File: config.mk
export PLATFORM = sky130hd
export DESIGN_NAME = onewire_bus_master_flat
export DESIGN_NICKNAME = d
export VERILOG_FILES = /design/src/design/owm_pkg.sv /design/src/design/owm_in_if.sv /design/src/design/owm_out_if.sv /design/src/design/owm_cfg.sv /design/src/design/owm_engine.sv /design/src/design/onewire_bus_master.sv /design/src/flat_wrapper.sv
export SDC_FILE = /design/constraint.sdc
export NUM_CORES = 1
export LEC_CHECK = 0
export ABC_AREA = 1
export BUFFER_PORTS_ARGS = -buffer_cell sky130_fd_sc_hd__buf_2
export CAP_MARGIN = 10
export CORE_MARGIN = 2
export CORE_UTILIZATION = 35
export CTS_BUF_LIST = sky130_fd_sc_hd__clkbuf_8
export CTS_CLUSTER_DIAMETER = 80
export CTS_CLUSTER_SIZE = 14
export DETAILED_ROUTE_END_ITERATION = 6
export GPL_TIMING_DRIVEN = 0
export PLACE_DENSITY_LB_ADDON = 0.25
export SKIP_CTS_REPAIR_TIMING = 1
export SYNTH_ARGS = -nofsm -noshare
export SYNTH_HDL_FRONTEND = slang
export SYNTH_HIERARCHICAL = 1
export SYNTH_SLANG_ARGS = --single-unit
export TNS_END_PERCENT = 30
File: constraint.sdc
create_clock -name clk -period 9.8 [get_ports clk]
set_input_delay 0.49 -clock clk [delete_from_list [all_inputs] [get_ports clk]]
set_output_delay 0.49 -clock clk [all_outputs]
set_load 0.01 [all_outputs]
File: src/design/owm_pkg.sv
// ----------------------------------------------------------------------------
// owm_pkg - shared types and constants of the 1-wire bus master
// Commands, phases, register indexes and the structs passed between modules.
// ----------------------------------------------------------------------------
`default_nettype none

package owm_pkg;

  typedef enum logic [1:0] {
    CMD_TICK  = 2'd0,
    CMD_RESET = 2'd1,
    CMD_WRITE = 2'd2,
    CMD_READ  = 2'd3
  } cmd_t;

  typedef enum logic [2:0] {
    PH_IDLE       = 3'd0,
    PH_RST_LOW    = 3'd1,
    PH_RST_SAMPLE = 3'd2,
    PH_WRITE      = 3'd3,
    PH_READ       = 3'd4
  } phase_t;

  localparam int unsigned ADDR_W = 5;
  localparam int unsigned DATA_W = 32;

  localparam logic [2:0] REG_RESET_PERIOD    = 3'd0;
  localparam logic [2:0] REG_PRESENCE_OFFSET = 3'd1;
  localparam logic [2:0] REG_SLOT_PERIOD     = 3'd2;
  localparam logic [2:0] REG_WRITE_ONE_LOW   = 3'd3;
  localparam logic [2:0] REG_READ_LOW        = 3'd4;
  localparam logic [2:0] REG_READ_OFFSET     = 3'd5;

  localparam logic [9:0] RESET_PERIOD_DEF    = 10'd486;
  localparam logic [9:0] PRESENCE_OFFSET_DEF = 10'd100;
  localparam logic [7:0] SLOT_PERIOD_DEF     = 8'd61;
  localparam logic [7:0] WRITE_ONE_LOW_DEF   = 8'd5;
  localparam logic [7:0] READ_LOW_DEF        = 8'd2;
  localparam logic [7:0] READ_OFFSET_DEF     = 8'd7;

  typedef struct packed {
    logic [9:0] reset_period;
    logic [9:0] presence_offset;
    logic [7:0] slot_period;
    logic [7:0] write_one_low;
    logic [7:0] read_low;
    logic [7:0] read_offset;
  } owm_cfg_t;

  typedef struct packed {
    logic       drive_low;
    logic       busy_res;
    logic       done_res;
    logic       presence;
    logic [7:0] read_data;
  } owm_res_t;

endpackage

`default_nettype wire

File: src/design/owm_in_if.sv
// ----------------------------------------------------------------------------
// owm_in_if - command channel of the 1-wire bus master
// Valid/ready channel carrying one command beat with its tick data.
// ----------------------------------------------------------------------------
`default_nettype none

interface owm_in_if;
  logic       valid;
  logic       ready;
  logic [1:0] command;
  logic [7:0] data_byte;
  logic       line_level;

  modport source (output valid, output command, output data_byte, output line_level,
                  input ready);
  modport sink   (input valid, input command, input data_byte, input line_level,
                  output ready);
endinterface

`default_nettype wire

File: src/design/owm_out_if.sv
// ----------------------------------------------------------------------------
// owm_out_if - result channel of the 1-wire bus master
// Valid/ready channel carrying one result beat per command beat.
// ----------------------------------------------------------------------------
`default_nettype none

interface owm_out_if;
  logic       valid;
  logic       ready;
  logic       drive_low;
  logic       busy_res;
  logic       done_res;
  logic       presence;
  logic [7:0] read_data;

  modport source (output valid, output drive_low, output busy_res, output done_res,
                  output presence, output read_data, input ready);
  modport sink   (input valid, input drive_low, input busy_res, input done_res,
                  input presence, input read_data, output ready);
endinterface

`default_nettype wire

File: src/design/owm_cfg.sv
// ----------------------------------------------------------------------------
// owm_cfg - timing registers of the 1-wire bus master
// APB-style register file holding the reset and slot timing values.
// ----------------------------------------------------------------------------
`default_nettype none

module owm_cfg (
  input  wire logic                         clk,
  input  wire logic                         rst_n,
  input  wire logic                         psel,
  input  wire logic                         penable,
  input  wire logic                         pwrite,
  input  wire logic [owm_pkg::ADDR_W-1:0]   paddr,
  input  wire logic [owm_pkg::DATA_W-1:0]   pwdata,
  output      logic [owm_pkg::DATA_W-1:0]   prdata,
  output      logic                         pready,
  output      owm_pkg::owm_cfg_t            cfg
);

  owm_pkg::owm_cfg_t cfg_r;
  owm_pkg::owm_cfg_t cfg_nxt;
  logic [2:0]        index;
  logic              wr_en;

  assign index  = paddr[4:2];
  assign pready = 1'b1;
  assign wr_en  = psel && penable && pwrite;
  assign cfg    = cfg_r;

  always_comb begin
    cfg_nxt = cfg_r;
    if (wr_en) begin
      unique case (index)
        owm_pkg::REG_RESET_PERIOD:    cfg_nxt.reset_period    = pwdata[9:0];
        owm_pkg::REG_PRESENCE_OFFSET: cfg_nxt.presence_offset = pwdata[9:0];
        owm_pkg::REG_SLOT_PERIOD:     cfg_nxt.slot_period     = pwdata[7:0];
        owm_pkg::REG_WRITE_ONE_LOW:   cfg_nxt.write_one_low   = pwdata[7:0];
        owm_pkg::REG_READ_LOW:        cfg_nxt.read_low        = pwdata[7:0];
        owm_pkg::REG_READ_OFFSET:     cfg_nxt.read_offset     = pwdata[7:0];
        default:                      cfg_nxt = cfg_r;
      endcase
    end
  end

  always_comb begin
    unique case (index)
      owm_pkg::REG_RESET_PERIOD:    prdata = {22'd0, cfg_r.reset_period};
      owm_pkg::REG_PRESENCE_OFFSET: prdata = {22'd0, cfg_r.presence_offset};
      owm_pkg::REG_SLOT_PERIOD:     prdata = {24'd0, cfg_r.slot_period};
      owm_pkg::REG_WRITE_ONE_LOW:   prdata = {24'd0, cfg_r.write_one_low};
      owm_pkg::REG_READ_LOW:        prdata = {24'd0, cfg_r.read_low};
      owm_pkg::REG_READ_OFFSET:     prdata = {24'd0, cfg_r.read_offset};
      default:                      prdata = '0;
    endcase
  end

  always_ff @(posedge clk) begin
    if (!rst_n) begin
      cfg_r.reset_period    <= owm_pkg::RESET_PERIOD_DEF;
      cfg_r.presence_offset <= owm_pkg::PRESENCE_OFFSET_DEF;
      cfg_r.slot_period     <= owm_pkg::SLOT_PERIOD_DEF;
      cfg_r.write_one_low   <= owm_pkg::WRITE_ONE_LOW_DEF;
      cfg_r.read_low        <= owm_pkg::READ_LOW_DEF;
      cfg_r.read_offset     <= owm_pkg::READ_OFFSET_DEF;
    end else begin
      cfg_r <= cfg_nxt;
    end
  end

endmodule

`default_nettype wire

File: src/design/owm_engine.sv
// ----------------------------------------------------------------------------
// owm_engine - phase sequencer of the 1-wire bus master
// Holds the operation state and advances it by one tick per accepted beat.
// ----------------------------------------------------------------------------
`default_nettype none

module owm_engine (
  input  wire logic              clk,
  input  wire logic              rst_n,
  input  wire logic              accept,
  input  wire logic [1:0]        command,
  input  wire logic [7:0]        data_byte,
  input  wire logic              line_level,
  input  wire owm_pkg::owm_cfg_t cfg,
  output      owm_pkg::owm_res_t res
);

  owm_pkg::phase_t phase_r, phase_nxt;
  logic [9:0]      tick_r, tick_nxt;
  logic [2:0]      bit_r, bit_nxt;
  logic [7:0]      shift_r, shift_nxt;
  logic            presence_r, presence_nxt;
  logic [7:0]      rdreg_r, rdreg_nxt;

  logic [9:0]      rst_last;
  logic [9:0]      rst_sample;
  logic [9:0]      slot_last;
  logic [7:0]      rd_late;
  logic [9:0]      rd_sample;

  // Timing limits: a zero period behaves as one, sample points clamp to the
  // last tick of their phase or slot.
  always_comb begin
    rst_last   = (cfg.reset_period == 10'd0) ? 10'd0 : cfg.reset_period - 10'd1;
    rst_sample = (cfg.presence_offset < rst_last) ? cfg.presence_offset : rst_last;
    slot_last  = {2'd0, (cfg.slot_period == 8'd0) ? 8'd0 : cfg.slot_period - 8'd1};
    rd_late    = (cfg.read_offset > cfg.read_low) ? cfg.read_offset : cfg.read_low;
    rd_sample  = ({2'd0, rd_late} > slot_last) ? slot_last : {2'd0, rd_late};
  end

  always_comb begin
    logic drive;
    logic done;
    logic [7:0] shift_s;
    drive        = 1'b0;
    done         = 1'b0;
    shift_s      = shift_r;
    phase_nxt    = phase_r;
    tick_nxt     = tick_r;
    bit_nxt      = bit_r;
    shift_nxt    = shift_r;
    presence_nxt = presence_r;
    rdreg_nxt    = rdreg_r;

    unique case (phase_r)
      owm_pkg::PH_RST_LOW,
      owm_pkg::PH_RST_SAMPLE: begin
        drive = (phase_r == owm_pkg::PH_RST_LOW);
        if (phase_r == owm_pkg::PH_RST_SAMPLE && tick_r == rst_sample) begin
          presence_nxt = ~line_level;
        end
        if (tick_r >= rst_last) begin
          tick_nxt = '0;
          if (phase_r == owm_pkg::PH_RST_LOW) begin
            phase_nxt = owm_pkg::PH_RST_SAMPLE;
          end else begin
            phase_nxt = owm_pkg::PH_IDLE;
            done      = 1'b1;
          end
        end else begin
          tick_nxt = tick_r + 10'd1;
        end
      end
      owm_pkg::PH_WRITE,
      owm_pkg::PH_READ: begin
        if (phase_r == owm_pkg::PH_WRITE) begin
          drive = !shift_r[0] || (tick_r < {2'd0, cfg.write_one_low});
        end else begin
          drive = tick_r < {2'd0, cfg.read_low};
          if (tick_r == rd_sample) begin
            shift_s = {line_level, shift_r[7:1]};
          end
        end
        shift_nxt = shift_s;
        if (tick_r >= slot_last) begin
          tick_nxt = '0;
          if (phase_r == owm_pkg::PH_WRITE) begin
            shift_nxt = {1'b0, shift_r[7:1]};
          end
          if (bit_r == 3'd7) begin
            if (phase_r == owm_pkg::PH_READ) begin
              rdreg_nxt = shift_s;
            end
            bit_nxt   = '0;
            phase_nxt = owm_pkg::PH_IDLE;
            done      = 1'b1;
          end else begin
            bit_nxt = bit_r + 3'd1;
          end
        end else begin
          tick_nxt = tick_r + 10'd1;
        end
      end
      default: begin
        // Idle: a start command loads the operation without using a tick.
        phase_nxt = owm_pkg::PH_IDLE;
        if (command != owm_pkg::CMD_TICK) begin
          tick_nxt = '0;
          bit_nxt  = '0;
          unique case (command)
            owm_pkg::CMD_RESET: phase_nxt = owm_pkg::PH_RST_LOW;
            owm_pkg::CMD_WRITE: begin
              phase_nxt = owm_pkg::PH_WRITE;
              shift_nxt = data_byte;
            end
            default: begin
              phase_nxt = owm_pkg::PH_READ;
              shift_nxt = '0;
            end
          endcase
        end
      end
    endcase

    res.drive_low = drive;
    res.busy_res  = (phase_nxt != owm_pkg::PH_IDLE);
    res.done_res  = done;
    res.presence  = presence_nxt;
    res.read_data = rdreg_nxt;
  end

  always_ff @(posedge clk) begin
    if (!rst_n) begin
      phase_r    <= owm_pkg::PH_IDLE;
      tick_r     <= '0;
      bit_r      <= '0;
      shift_r    <= '0;
      presence_r <= 1'b0;
      rdreg_r    <= '0;
    end else if (accept) begin
      phase_r    <= phase_nxt;
      tick_r     <= tick_nxt;
      bit_r      <= bit_nxt;
      shift_r    <= shift_nxt;
      presence_r <= presence_nxt;
      rdreg_r    <= rdreg_nxt;
    end
  end

endmodule

`default_nettype wire

File: src/design/onewire_bus_master.sv
// Result timing: a result beat is valid in the cycle after its command beat is accepted.
// Throughput: one command beat per cycle; the result register lets the next beat
// in while the current result is being taken, so only a stalled result holds input.
// Reset: synchronous, active low; clears the phase, counters, flags and the result
// valid flag, and restores the timing registers to their defaults.
// ----------------------------------------------------------------------------
// onewire_bus_master - 1-wire bus master timed by microsecond ticks
// Runs reset/presence, write-byte and read-byte sequences one tick per beat.
// ----------------------------------------------------------------------------
`default_nettype none

module onewire_bus_master (
  input  wire logic                       clk,
  input  wire logic                       rst_n,
  owm_in_if.sink                          in_ch,
  owm_out_if.source                       out_ch,
  input  wire logic                       psel,
  input  wire logic                       penable,
  input  wire logic                       pwrite,
  input  wire logic [owm_pkg::ADDR_W-1:0] paddr,
  input  wire logic [owm_pkg::DATA_W-1:0] pwdata,
  output      logic [owm_pkg::DATA_W-1:0] prdata,
  output      logic                       pready
);

  owm_pkg::owm_cfg_t cfg;
  owm_pkg::owm_res_t res;
  owm_pkg::owm_res_t out_res_r;
  logic              out_valid_r, out_valid_nxt;
  logic              in_fire;

  owm_cfg u_cfg (
    .clk     (clk),
    .rst_n   (rst_n),
    .psel    (psel),
    .penable (penable),
    .pwrite  (pwrite),
    .paddr   (paddr),
    .pwdata  (pwdata),
    .prdata  (prdata),
    .pready  (pready),
    .cfg     (cfg)
  );

  assign in_ch.ready = !out_valid_r || out_ch.ready;
  assign in_fire     = in_ch.valid && in_ch.ready;

  owm_engine u_engine (
    .clk        (clk),
    .rst_n      (rst_n),
    .accept     (in_fire),
    .command    (in_ch.command),
    .data_byte  (in_ch.data_byte),
    .line_level (in_ch.line_level),
    .cfg        (cfg),
    .res        (res)
  );

  assign out_valid_nxt = in_fire || (out_valid_r && !out_ch.ready);

  always_ff @(posedge clk) begin
    if (!rst_n) begin
      out_valid_r <= 1'b0;
    end else begin
      out_valid_r <= out_valid_nxt;
    end
  end

  always_ff @(posedge clk) begin
    if (in_fire) begin
      out_res_r <= res;
    end
  end

  assign out_ch.valid     = out_valid_r;
  assign out_ch.drive_low = out_res_r.drive_low;
  assign out_ch.busy_res  = out_res_r.busy_res;
  assign out_ch.done_res  = out_res_r.done_res;
  assign out_ch.presence  = out_res_r.presence;
  assign out_ch.read_data = out_res_r.read_data;

endmodule

`default_nettype wire

File: src/flat_wrapper.sv
// flat-port wrapper written by rule: the top's interface ports become plain ports
module onewire_bus_master_flat 
  (clk, rst_n, psel, penable, pwrite, paddr, pwdata, prdata, pready, in_ch_valid, in_ch_command, in_ch_data_byte, in_ch_line_level, in_ch_ready, out_ch_valid, out_ch_drive_low, out_ch_busy_res, out_ch_done_res, out_ch_presence, out_ch_read_data, out_ch_ready);
  owm_in_if in_ch_i ();
  owm_out_if out_ch_i ();
  input  wire logic clk;
  input  wire logic rst_n;
  input  wire logic psel;
  input  wire logic penable;
  input  wire logic pwrite;
  input  wire logic [owm_pkg::ADDR_W-1:0] paddr;
  input  wire logic [owm_pkg::DATA_W-1:0] pwdata;
  output      logic [owm_pkg::DATA_W-1:0] prdata;
  output      logic pready;
  input wire logic [$bits(in_ch_i.valid)-1:0] in_ch_valid;
  input wire logic [$bits(in_ch_i.command)-1:0] in_ch_command;
  input wire logic [$bits(in_ch_i.data_byte)-1:0] in_ch_data_byte;
  input wire logic [$bits(in_ch_i.line_level)-1:0] in_ch_line_level;
  output wire logic [$bits(in_ch_i.ready)-1:0] in_ch_ready;
  output wire logic [$bits(out_ch_i.valid)-1:0] out_ch_valid;
  output wire logic [$bits(out_ch_i.drive_low)-1:0] out_ch_drive_low;
  output wire logic [$bits(out_ch_i.busy_res)-1:0] out_ch_busy_res;
  output wire logic [$bits(out_ch_i.done_res)-1:0] out_ch_done_res;
  output wire logic [$bits(out_ch_i.presence)-1:0] out_ch_presence;
  output wire logic [$bits(out_ch_i.read_data)-1:0] out_ch_read_data;
  input wire logic [$bits(out_ch_i.ready)-1:0] out_ch_ready;
  assign in_ch_i.valid = in_ch_valid;
  assign in_ch_i.command = in_ch_command;
  assign in_ch_i.data_byte = in_ch_data_byte;
  assign in_ch_i.line_level = in_ch_line_level;
  assign in_ch_ready = in_ch_i.ready;
  assign out_ch_valid = out_ch_i.valid;
  assign out_ch_drive_low = out_ch_i.drive_low;
  assign out_ch_busy_res = out_ch_i.busy_res;
  assign out_ch_done_res = out_ch_i.done_res;
  assign out_ch_presence = out_ch_i.presence;
  assign out_ch_read_data = out_ch_i.read_data;
  assign out_ch_i.ready = out_ch_ready;
  onewire_bus_master u_core (.clk(clk), .rst_n(rst_n), .in_ch(in_ch_i), .out_ch(out_ch_i), .psel(psel), .penable(penable), .pwrite(pwrite), .paddr(paddr), .pwdata(pwdata), .prdata(prdata), .pready(pready));
endmodule
==> flow_summary_export.csv <==
group,metric,value,unit
run_status,status,"complete, no violations",
synthesis,synth.cells.most_frequent,"sky130_fd_sc_hd__nand2_1, sky130_fd_sc_hd__nand3_1, sky130_fd_sc_hd__inv_1, sky130_fd_sc_hd__nor2_1, sky130_fd_sc_hd__dfxtp_1",
worst_setup_path,regToRegSetupSlack,5.82,ns
synthesis,post_synth_main_area_contributors,"sky130_fd_sc_hd__dfxtp_1, sky130_fd_sc_hd__nand2_1, sky130_fd_sc_hd__ha_1, sky130_fd_sc_hd__nand3_1, sky130_fd_sc_hd__inv_1",
timing,timing_max_transition_violations_final,0,
synthesis,synth_enable_flop_cells,12,
global_route,grt_start_max_net_pins,18,
clock_network,numCtsBuffers,9,
die,dieArea,24400,um^2
worst_setup_path,cpLargestDelayFamily,"simple AND/OR/NAND/NOR gates",
synthesis,post-synth-top-area-fraction,0.212,
synthesis,ys.warnings.count,6,
timing,tightest_slew,0.942,ns
die,top_level_ports,102,
global_route,grt_antenna_before_repair,0,
timing,rsz0062_at_grt,"false",
worst_hold_path,hold_class,"input port to flip-flop",
worst_hold_path,hold_path_depth,3,
detailed_routing,ratio_of_routed_vias_to_standard_cells,4.94,
timing,timing.clock.skew,0.0246,ns
timing,timing.final.hold_violations,0,
power,leakagePower,4.68,nW
worst_setup_path,critPathMaxStageDelay,0.45,ns
clock_network,clock_sink_count,98,
cells_and_area,final_layout_size_suffix_gt1_frac,0.136,
synthesis,synthMostInstantiatedCell,"sky130_fd_sc_hd__nand2_1",
cells_and_area,final_core_utilization,0.396,
synthesis,synthArstFlopShare,0,
timing,final.setup.tns,0,ns
global_route,grt_remaining_overflow,0,
cells_and_area,area.sequential,2080,um^2
timing,period_needed,3.98,ns
placed_design,post-dp-hpwl,18600,um
synthesis,syn-cell-area,8120,um^2
detailed_routing,route.vias.total,8035,
detailed_routing,antenna_violating_nets_post_route,0,
detailed_routing,drcViolationCount,0,
synthesis,yosys.cell_types.count,47,
cells_and_area,synthToLayoutAreaGrowth,10.8,%
synthesis,seq_area_frac_synth,0.256,
worst_setup_path,cp-start-kind,"flip-flop",
synthesis,post-synth-top-area-cell,"sky130_fd_sc_hd__dfxtp_1",
power,pwr_density_cell,97.5,nW/um^2
detailed_routing,post_drt_wl_per_cell,14.4,um
global_route,first_pass_grt_wire_length,37900,um
synthesis,synth_area_per_cell,6.49,um^2
synthesis,synth_cells,1251,
detailed_routing,first_pass_iters,5,
worst_setup_path,setup.worst_path.end_class,"flip-flop",
die,core_area,22700,um^2
timing,final-setup-viol-count,0,
worst_setup_path,reg2reg_to,"u_core/out_ch.read_data[6]$_DFFE_PP_",
cells_and_area,layout.nets,1459,
detailed_routing,finalWirelength,23400,um
clock_network,clk_pin_slew,0.11,ns
worst_hold_path,hold_path_end,"u_core/u_cfg/cfg[27]$_SDFFE_PN1P_",
worst_setup_path,cell_seen_most_often_among_critical_path_stages,"sky130_fd_sc_hd__nand2_1",
cells_and_area,nFillCells,2525,
die,die-width,156,um
worst_hold_path,hold_start,"pwdata[3]",
worst_setup_path,worstPathArrival,4.12,ns
detailed_routing,drt_first_iter_violations,580,
cells_and_area,num_antenna_cells,0,
worst_setup_path,number_of_cell_instances_on_the_worst_register_to_register_path,27,
worst_setup_path,critical_path_peak_fanout,10,
clock_network,h_tree_levels,3,
clock_network,clock_insertion_delay_worst_skew,0.39,ns
global_route,grt_use_total,0.197,
worst_setup_path,cp.required,9.94,ns
worst_setup_path,worstSetupPathDepth,27,
global_route,via_count_of_the_first_global_routing_pass,7428,
die,initial_utilization,0.358,
placed_design,port_buf_inserts,53,
power,vdd.ir_drop.worst,74.3,uV
clock_network,cts_tree,"done",
worst_setup_path,path_class,"flip-flop to flip-flop",
job,maxCapViolations,0,
die,die_h,156,um
worst_setup_path,critical_path.slowest_cell,"sky130_fd_sc_hd__dfxtp_1",
timing,achievable-frequency,0.251,GHz
clock_network,cts-root-buf,"sky130_fd_sc_hd__clkbuf_8",
worst_setup_path,worstReg2RegStart,"u_core/u_cfg/cfg[9]$_SDFFE_PN1P_",
timing,post-route-period-util,0.406,
timing,slew_headroom,0.372,
placed_design,routabilityCongestion,0.895,
clock_network,ctsLongestPathBuffers,2,
synthesis,predominant_post_synthesis_flop_cell,"sky130_fd_sc_hd__dfxtp_1",
worst_setup_path,cp_num_buf_inv,3,
cells_and_area,multiInputGateArea,5140,um^2
synthesis,yosys_register_bits,98,
die,floorplan.rows,55,
==> cells by family after synthesis <==
group	Yosys count	share of synthesized area
AO/OA/AOI/OAI	133	0.0955
XOR/XNOR	10	0.0117
adder cells (fa/ha/maj)	68	0.105
buffers and inverters	215	0.121
flip-flops	98	0.256
other	2	0.000924
AND/OR/NAND/NOR	725	0.410
==> cells in the final DEF (no fill, tap or decap), types with 4 or more instances in the layout <==
master and count:
sky130_fd_sc_hd__a21oi_1 59, sky130_fd_sc_hd__ha_1 68, sky130_fd_sc_hd__nor2_4 12, sky130_fd_sc_hd__nand2_1 336, sky130_fd_sc_hd__o21ai_0 34, sky130_fd_sc_hd__nand3b_1 4
sky130_fd_sc_hd__nand3_1 164, sky130_fd_sc_hd__o211ai_1 5, sky130_fd_sc_hd__nand2_2 12, sky130_fd_sc_hd__o21a_1 7, sky130_fd_sc_hd__clkbuf_1 9, sky130_fd_sc_hd__buf_6 6
sky130_fd_sc_hd__nor2_8 4, sky130_fd_sc_hd__o21bai_1 8, sky130_fd_sc_hd__conb_1 23, sky130_fd_sc_hd__nor2_2 11, sky130_fd_sc_hd__nor3_1 6, sky130_fd_sc_hd__edfxtp_1 12
sky130_fd_sc_hd__inv_1 145, sky130_fd_sc_hd__buf_4 31, sky130_fd_sc_hd__clkinvlp_4 4, sky130_fd_sc_hd__nand3_2 5, sky130_fd_sc_hd__nand4_1 22, sky130_fd_sc_hd__xor2_1 9
sky130_fd_sc_hd__clkbuf_8 9, sky130_fd_sc_hd__inv_2 9, sky130_fd_sc_hd__dfxtp_1 86, sky130_fd_sc_hd__buf_2 64, sky130_fd_sc_hd__nor2_1 138
==> flip-flops by register name (all words and copies together), names as in the netlist <==
name                        flops
u_core/u_cfg/cfg               52
u_core/u_engine/tick_r         10
u_core/out_ch.read_data         8
u_core/u_engine/rdreg_r         8
u_core/u_engine/shift_r         8
u_core/u_engine/bit_r           3
u_core/u_engine/phase_r         3
u_core/out_ch.busy_res          1
u_core/out_ch.done_res          1
u_core/out_ch.drive_low         1
u_core/out_ch.presence          1
u_core/out_ch.valid             1
u_core/u_engine/presence_r      1
==> final cells by class <==
class / instances / share of cell area
sequential: 98 / 0.231
timing repair buffer: 53 / 0.0295
clock inverter: 7 / 0.00514
buffer: 60 / 0.0445
multi-input combinational: 959 / 0.571
inverter: 155 / 0.0647
clock buffer: 9 / 0.0138
tap: 285 / 0.0396
==> through the flow <==
step / hold slack [ns] / cell area (um^2) / cells / worst slack [ns] / power, mW
after floorplan: 0.445 / 8200 / 1272 / 6.46 / 0.584
after global placement: 0.462 / 8820 / 1610 / 5.88 / 0.636
after detailed placement: 0.465 / 8830 / 1610 / 5.90 / 0.639
after CTS: 0.317 / 9000 / 1626 / 5.87 / 0.883
after global routing: 0.331 / 9000 / 1626 / 5.52 / 0.928
final: 0.324 / 9000 / 1626 / 5.82 / 0.877
==> power by group <==
| part | switching, mW | internal (mW) |
|---|---|---|
| logic | 0.128 | 0.0680 |
| clock network | 0.155 | 0.0915 |
| registers | 0.0120 | 0.422 |
==> worst max path at each step <==
stage,from,endpoint,slack (ns)
finish,u_core/u_cfg/cfg[9]$_SDFFE_PN1P_,u_core/out_ch.read_data[6]$_DFFE_PP_,5.82
global route,u_core/u_cfg/cfg[9]$_SDFFE_PN1P_,u_core/out_ch.read_data[5]$_DFFE_PP_,5.52
detailed placement,u_core/u_cfg/cfg[15]$_SDFFE_PN0P_,u_core/out_ch.read_data[6]$_DFFE_PP_,5.90
floorplan,u_core/u_cfg/cfg[15]$_SDFFE_PN0P_,u_core/out_ch.read_data[0]$_DFFE_PP_,6.46
CTS,u_core/u_cfg/cfg[9]$_SDFFE_PN1P_,u_core/out_ch.read_data[6]$_DFFE_PP_,5.87
global placement,u_core/u_cfg/cfg[9]$_SDFFE_PN1P_,u_core/out_ch.read_data[6]$_DFFE_PP_,5.88
==> routing by layer <==
layer,global-route usage,part of all wire,up-vias,wire length [um]
met5,0,0,-,0
met4,0.0568,0.018,0,427
met3,0.0307,0.050,31,1180
met2,0.336,0.46,226,10800
met1,0.256,0.47,3601,10900
li1,-,-,4177,-
==> tightest hold or removal path: cells and delay by family <==
family	cells	cell delay (ns)
buffers and inverters	1	0.08
and+or+nand+nor	2	0.12
(Power assumes the default switching activity.)
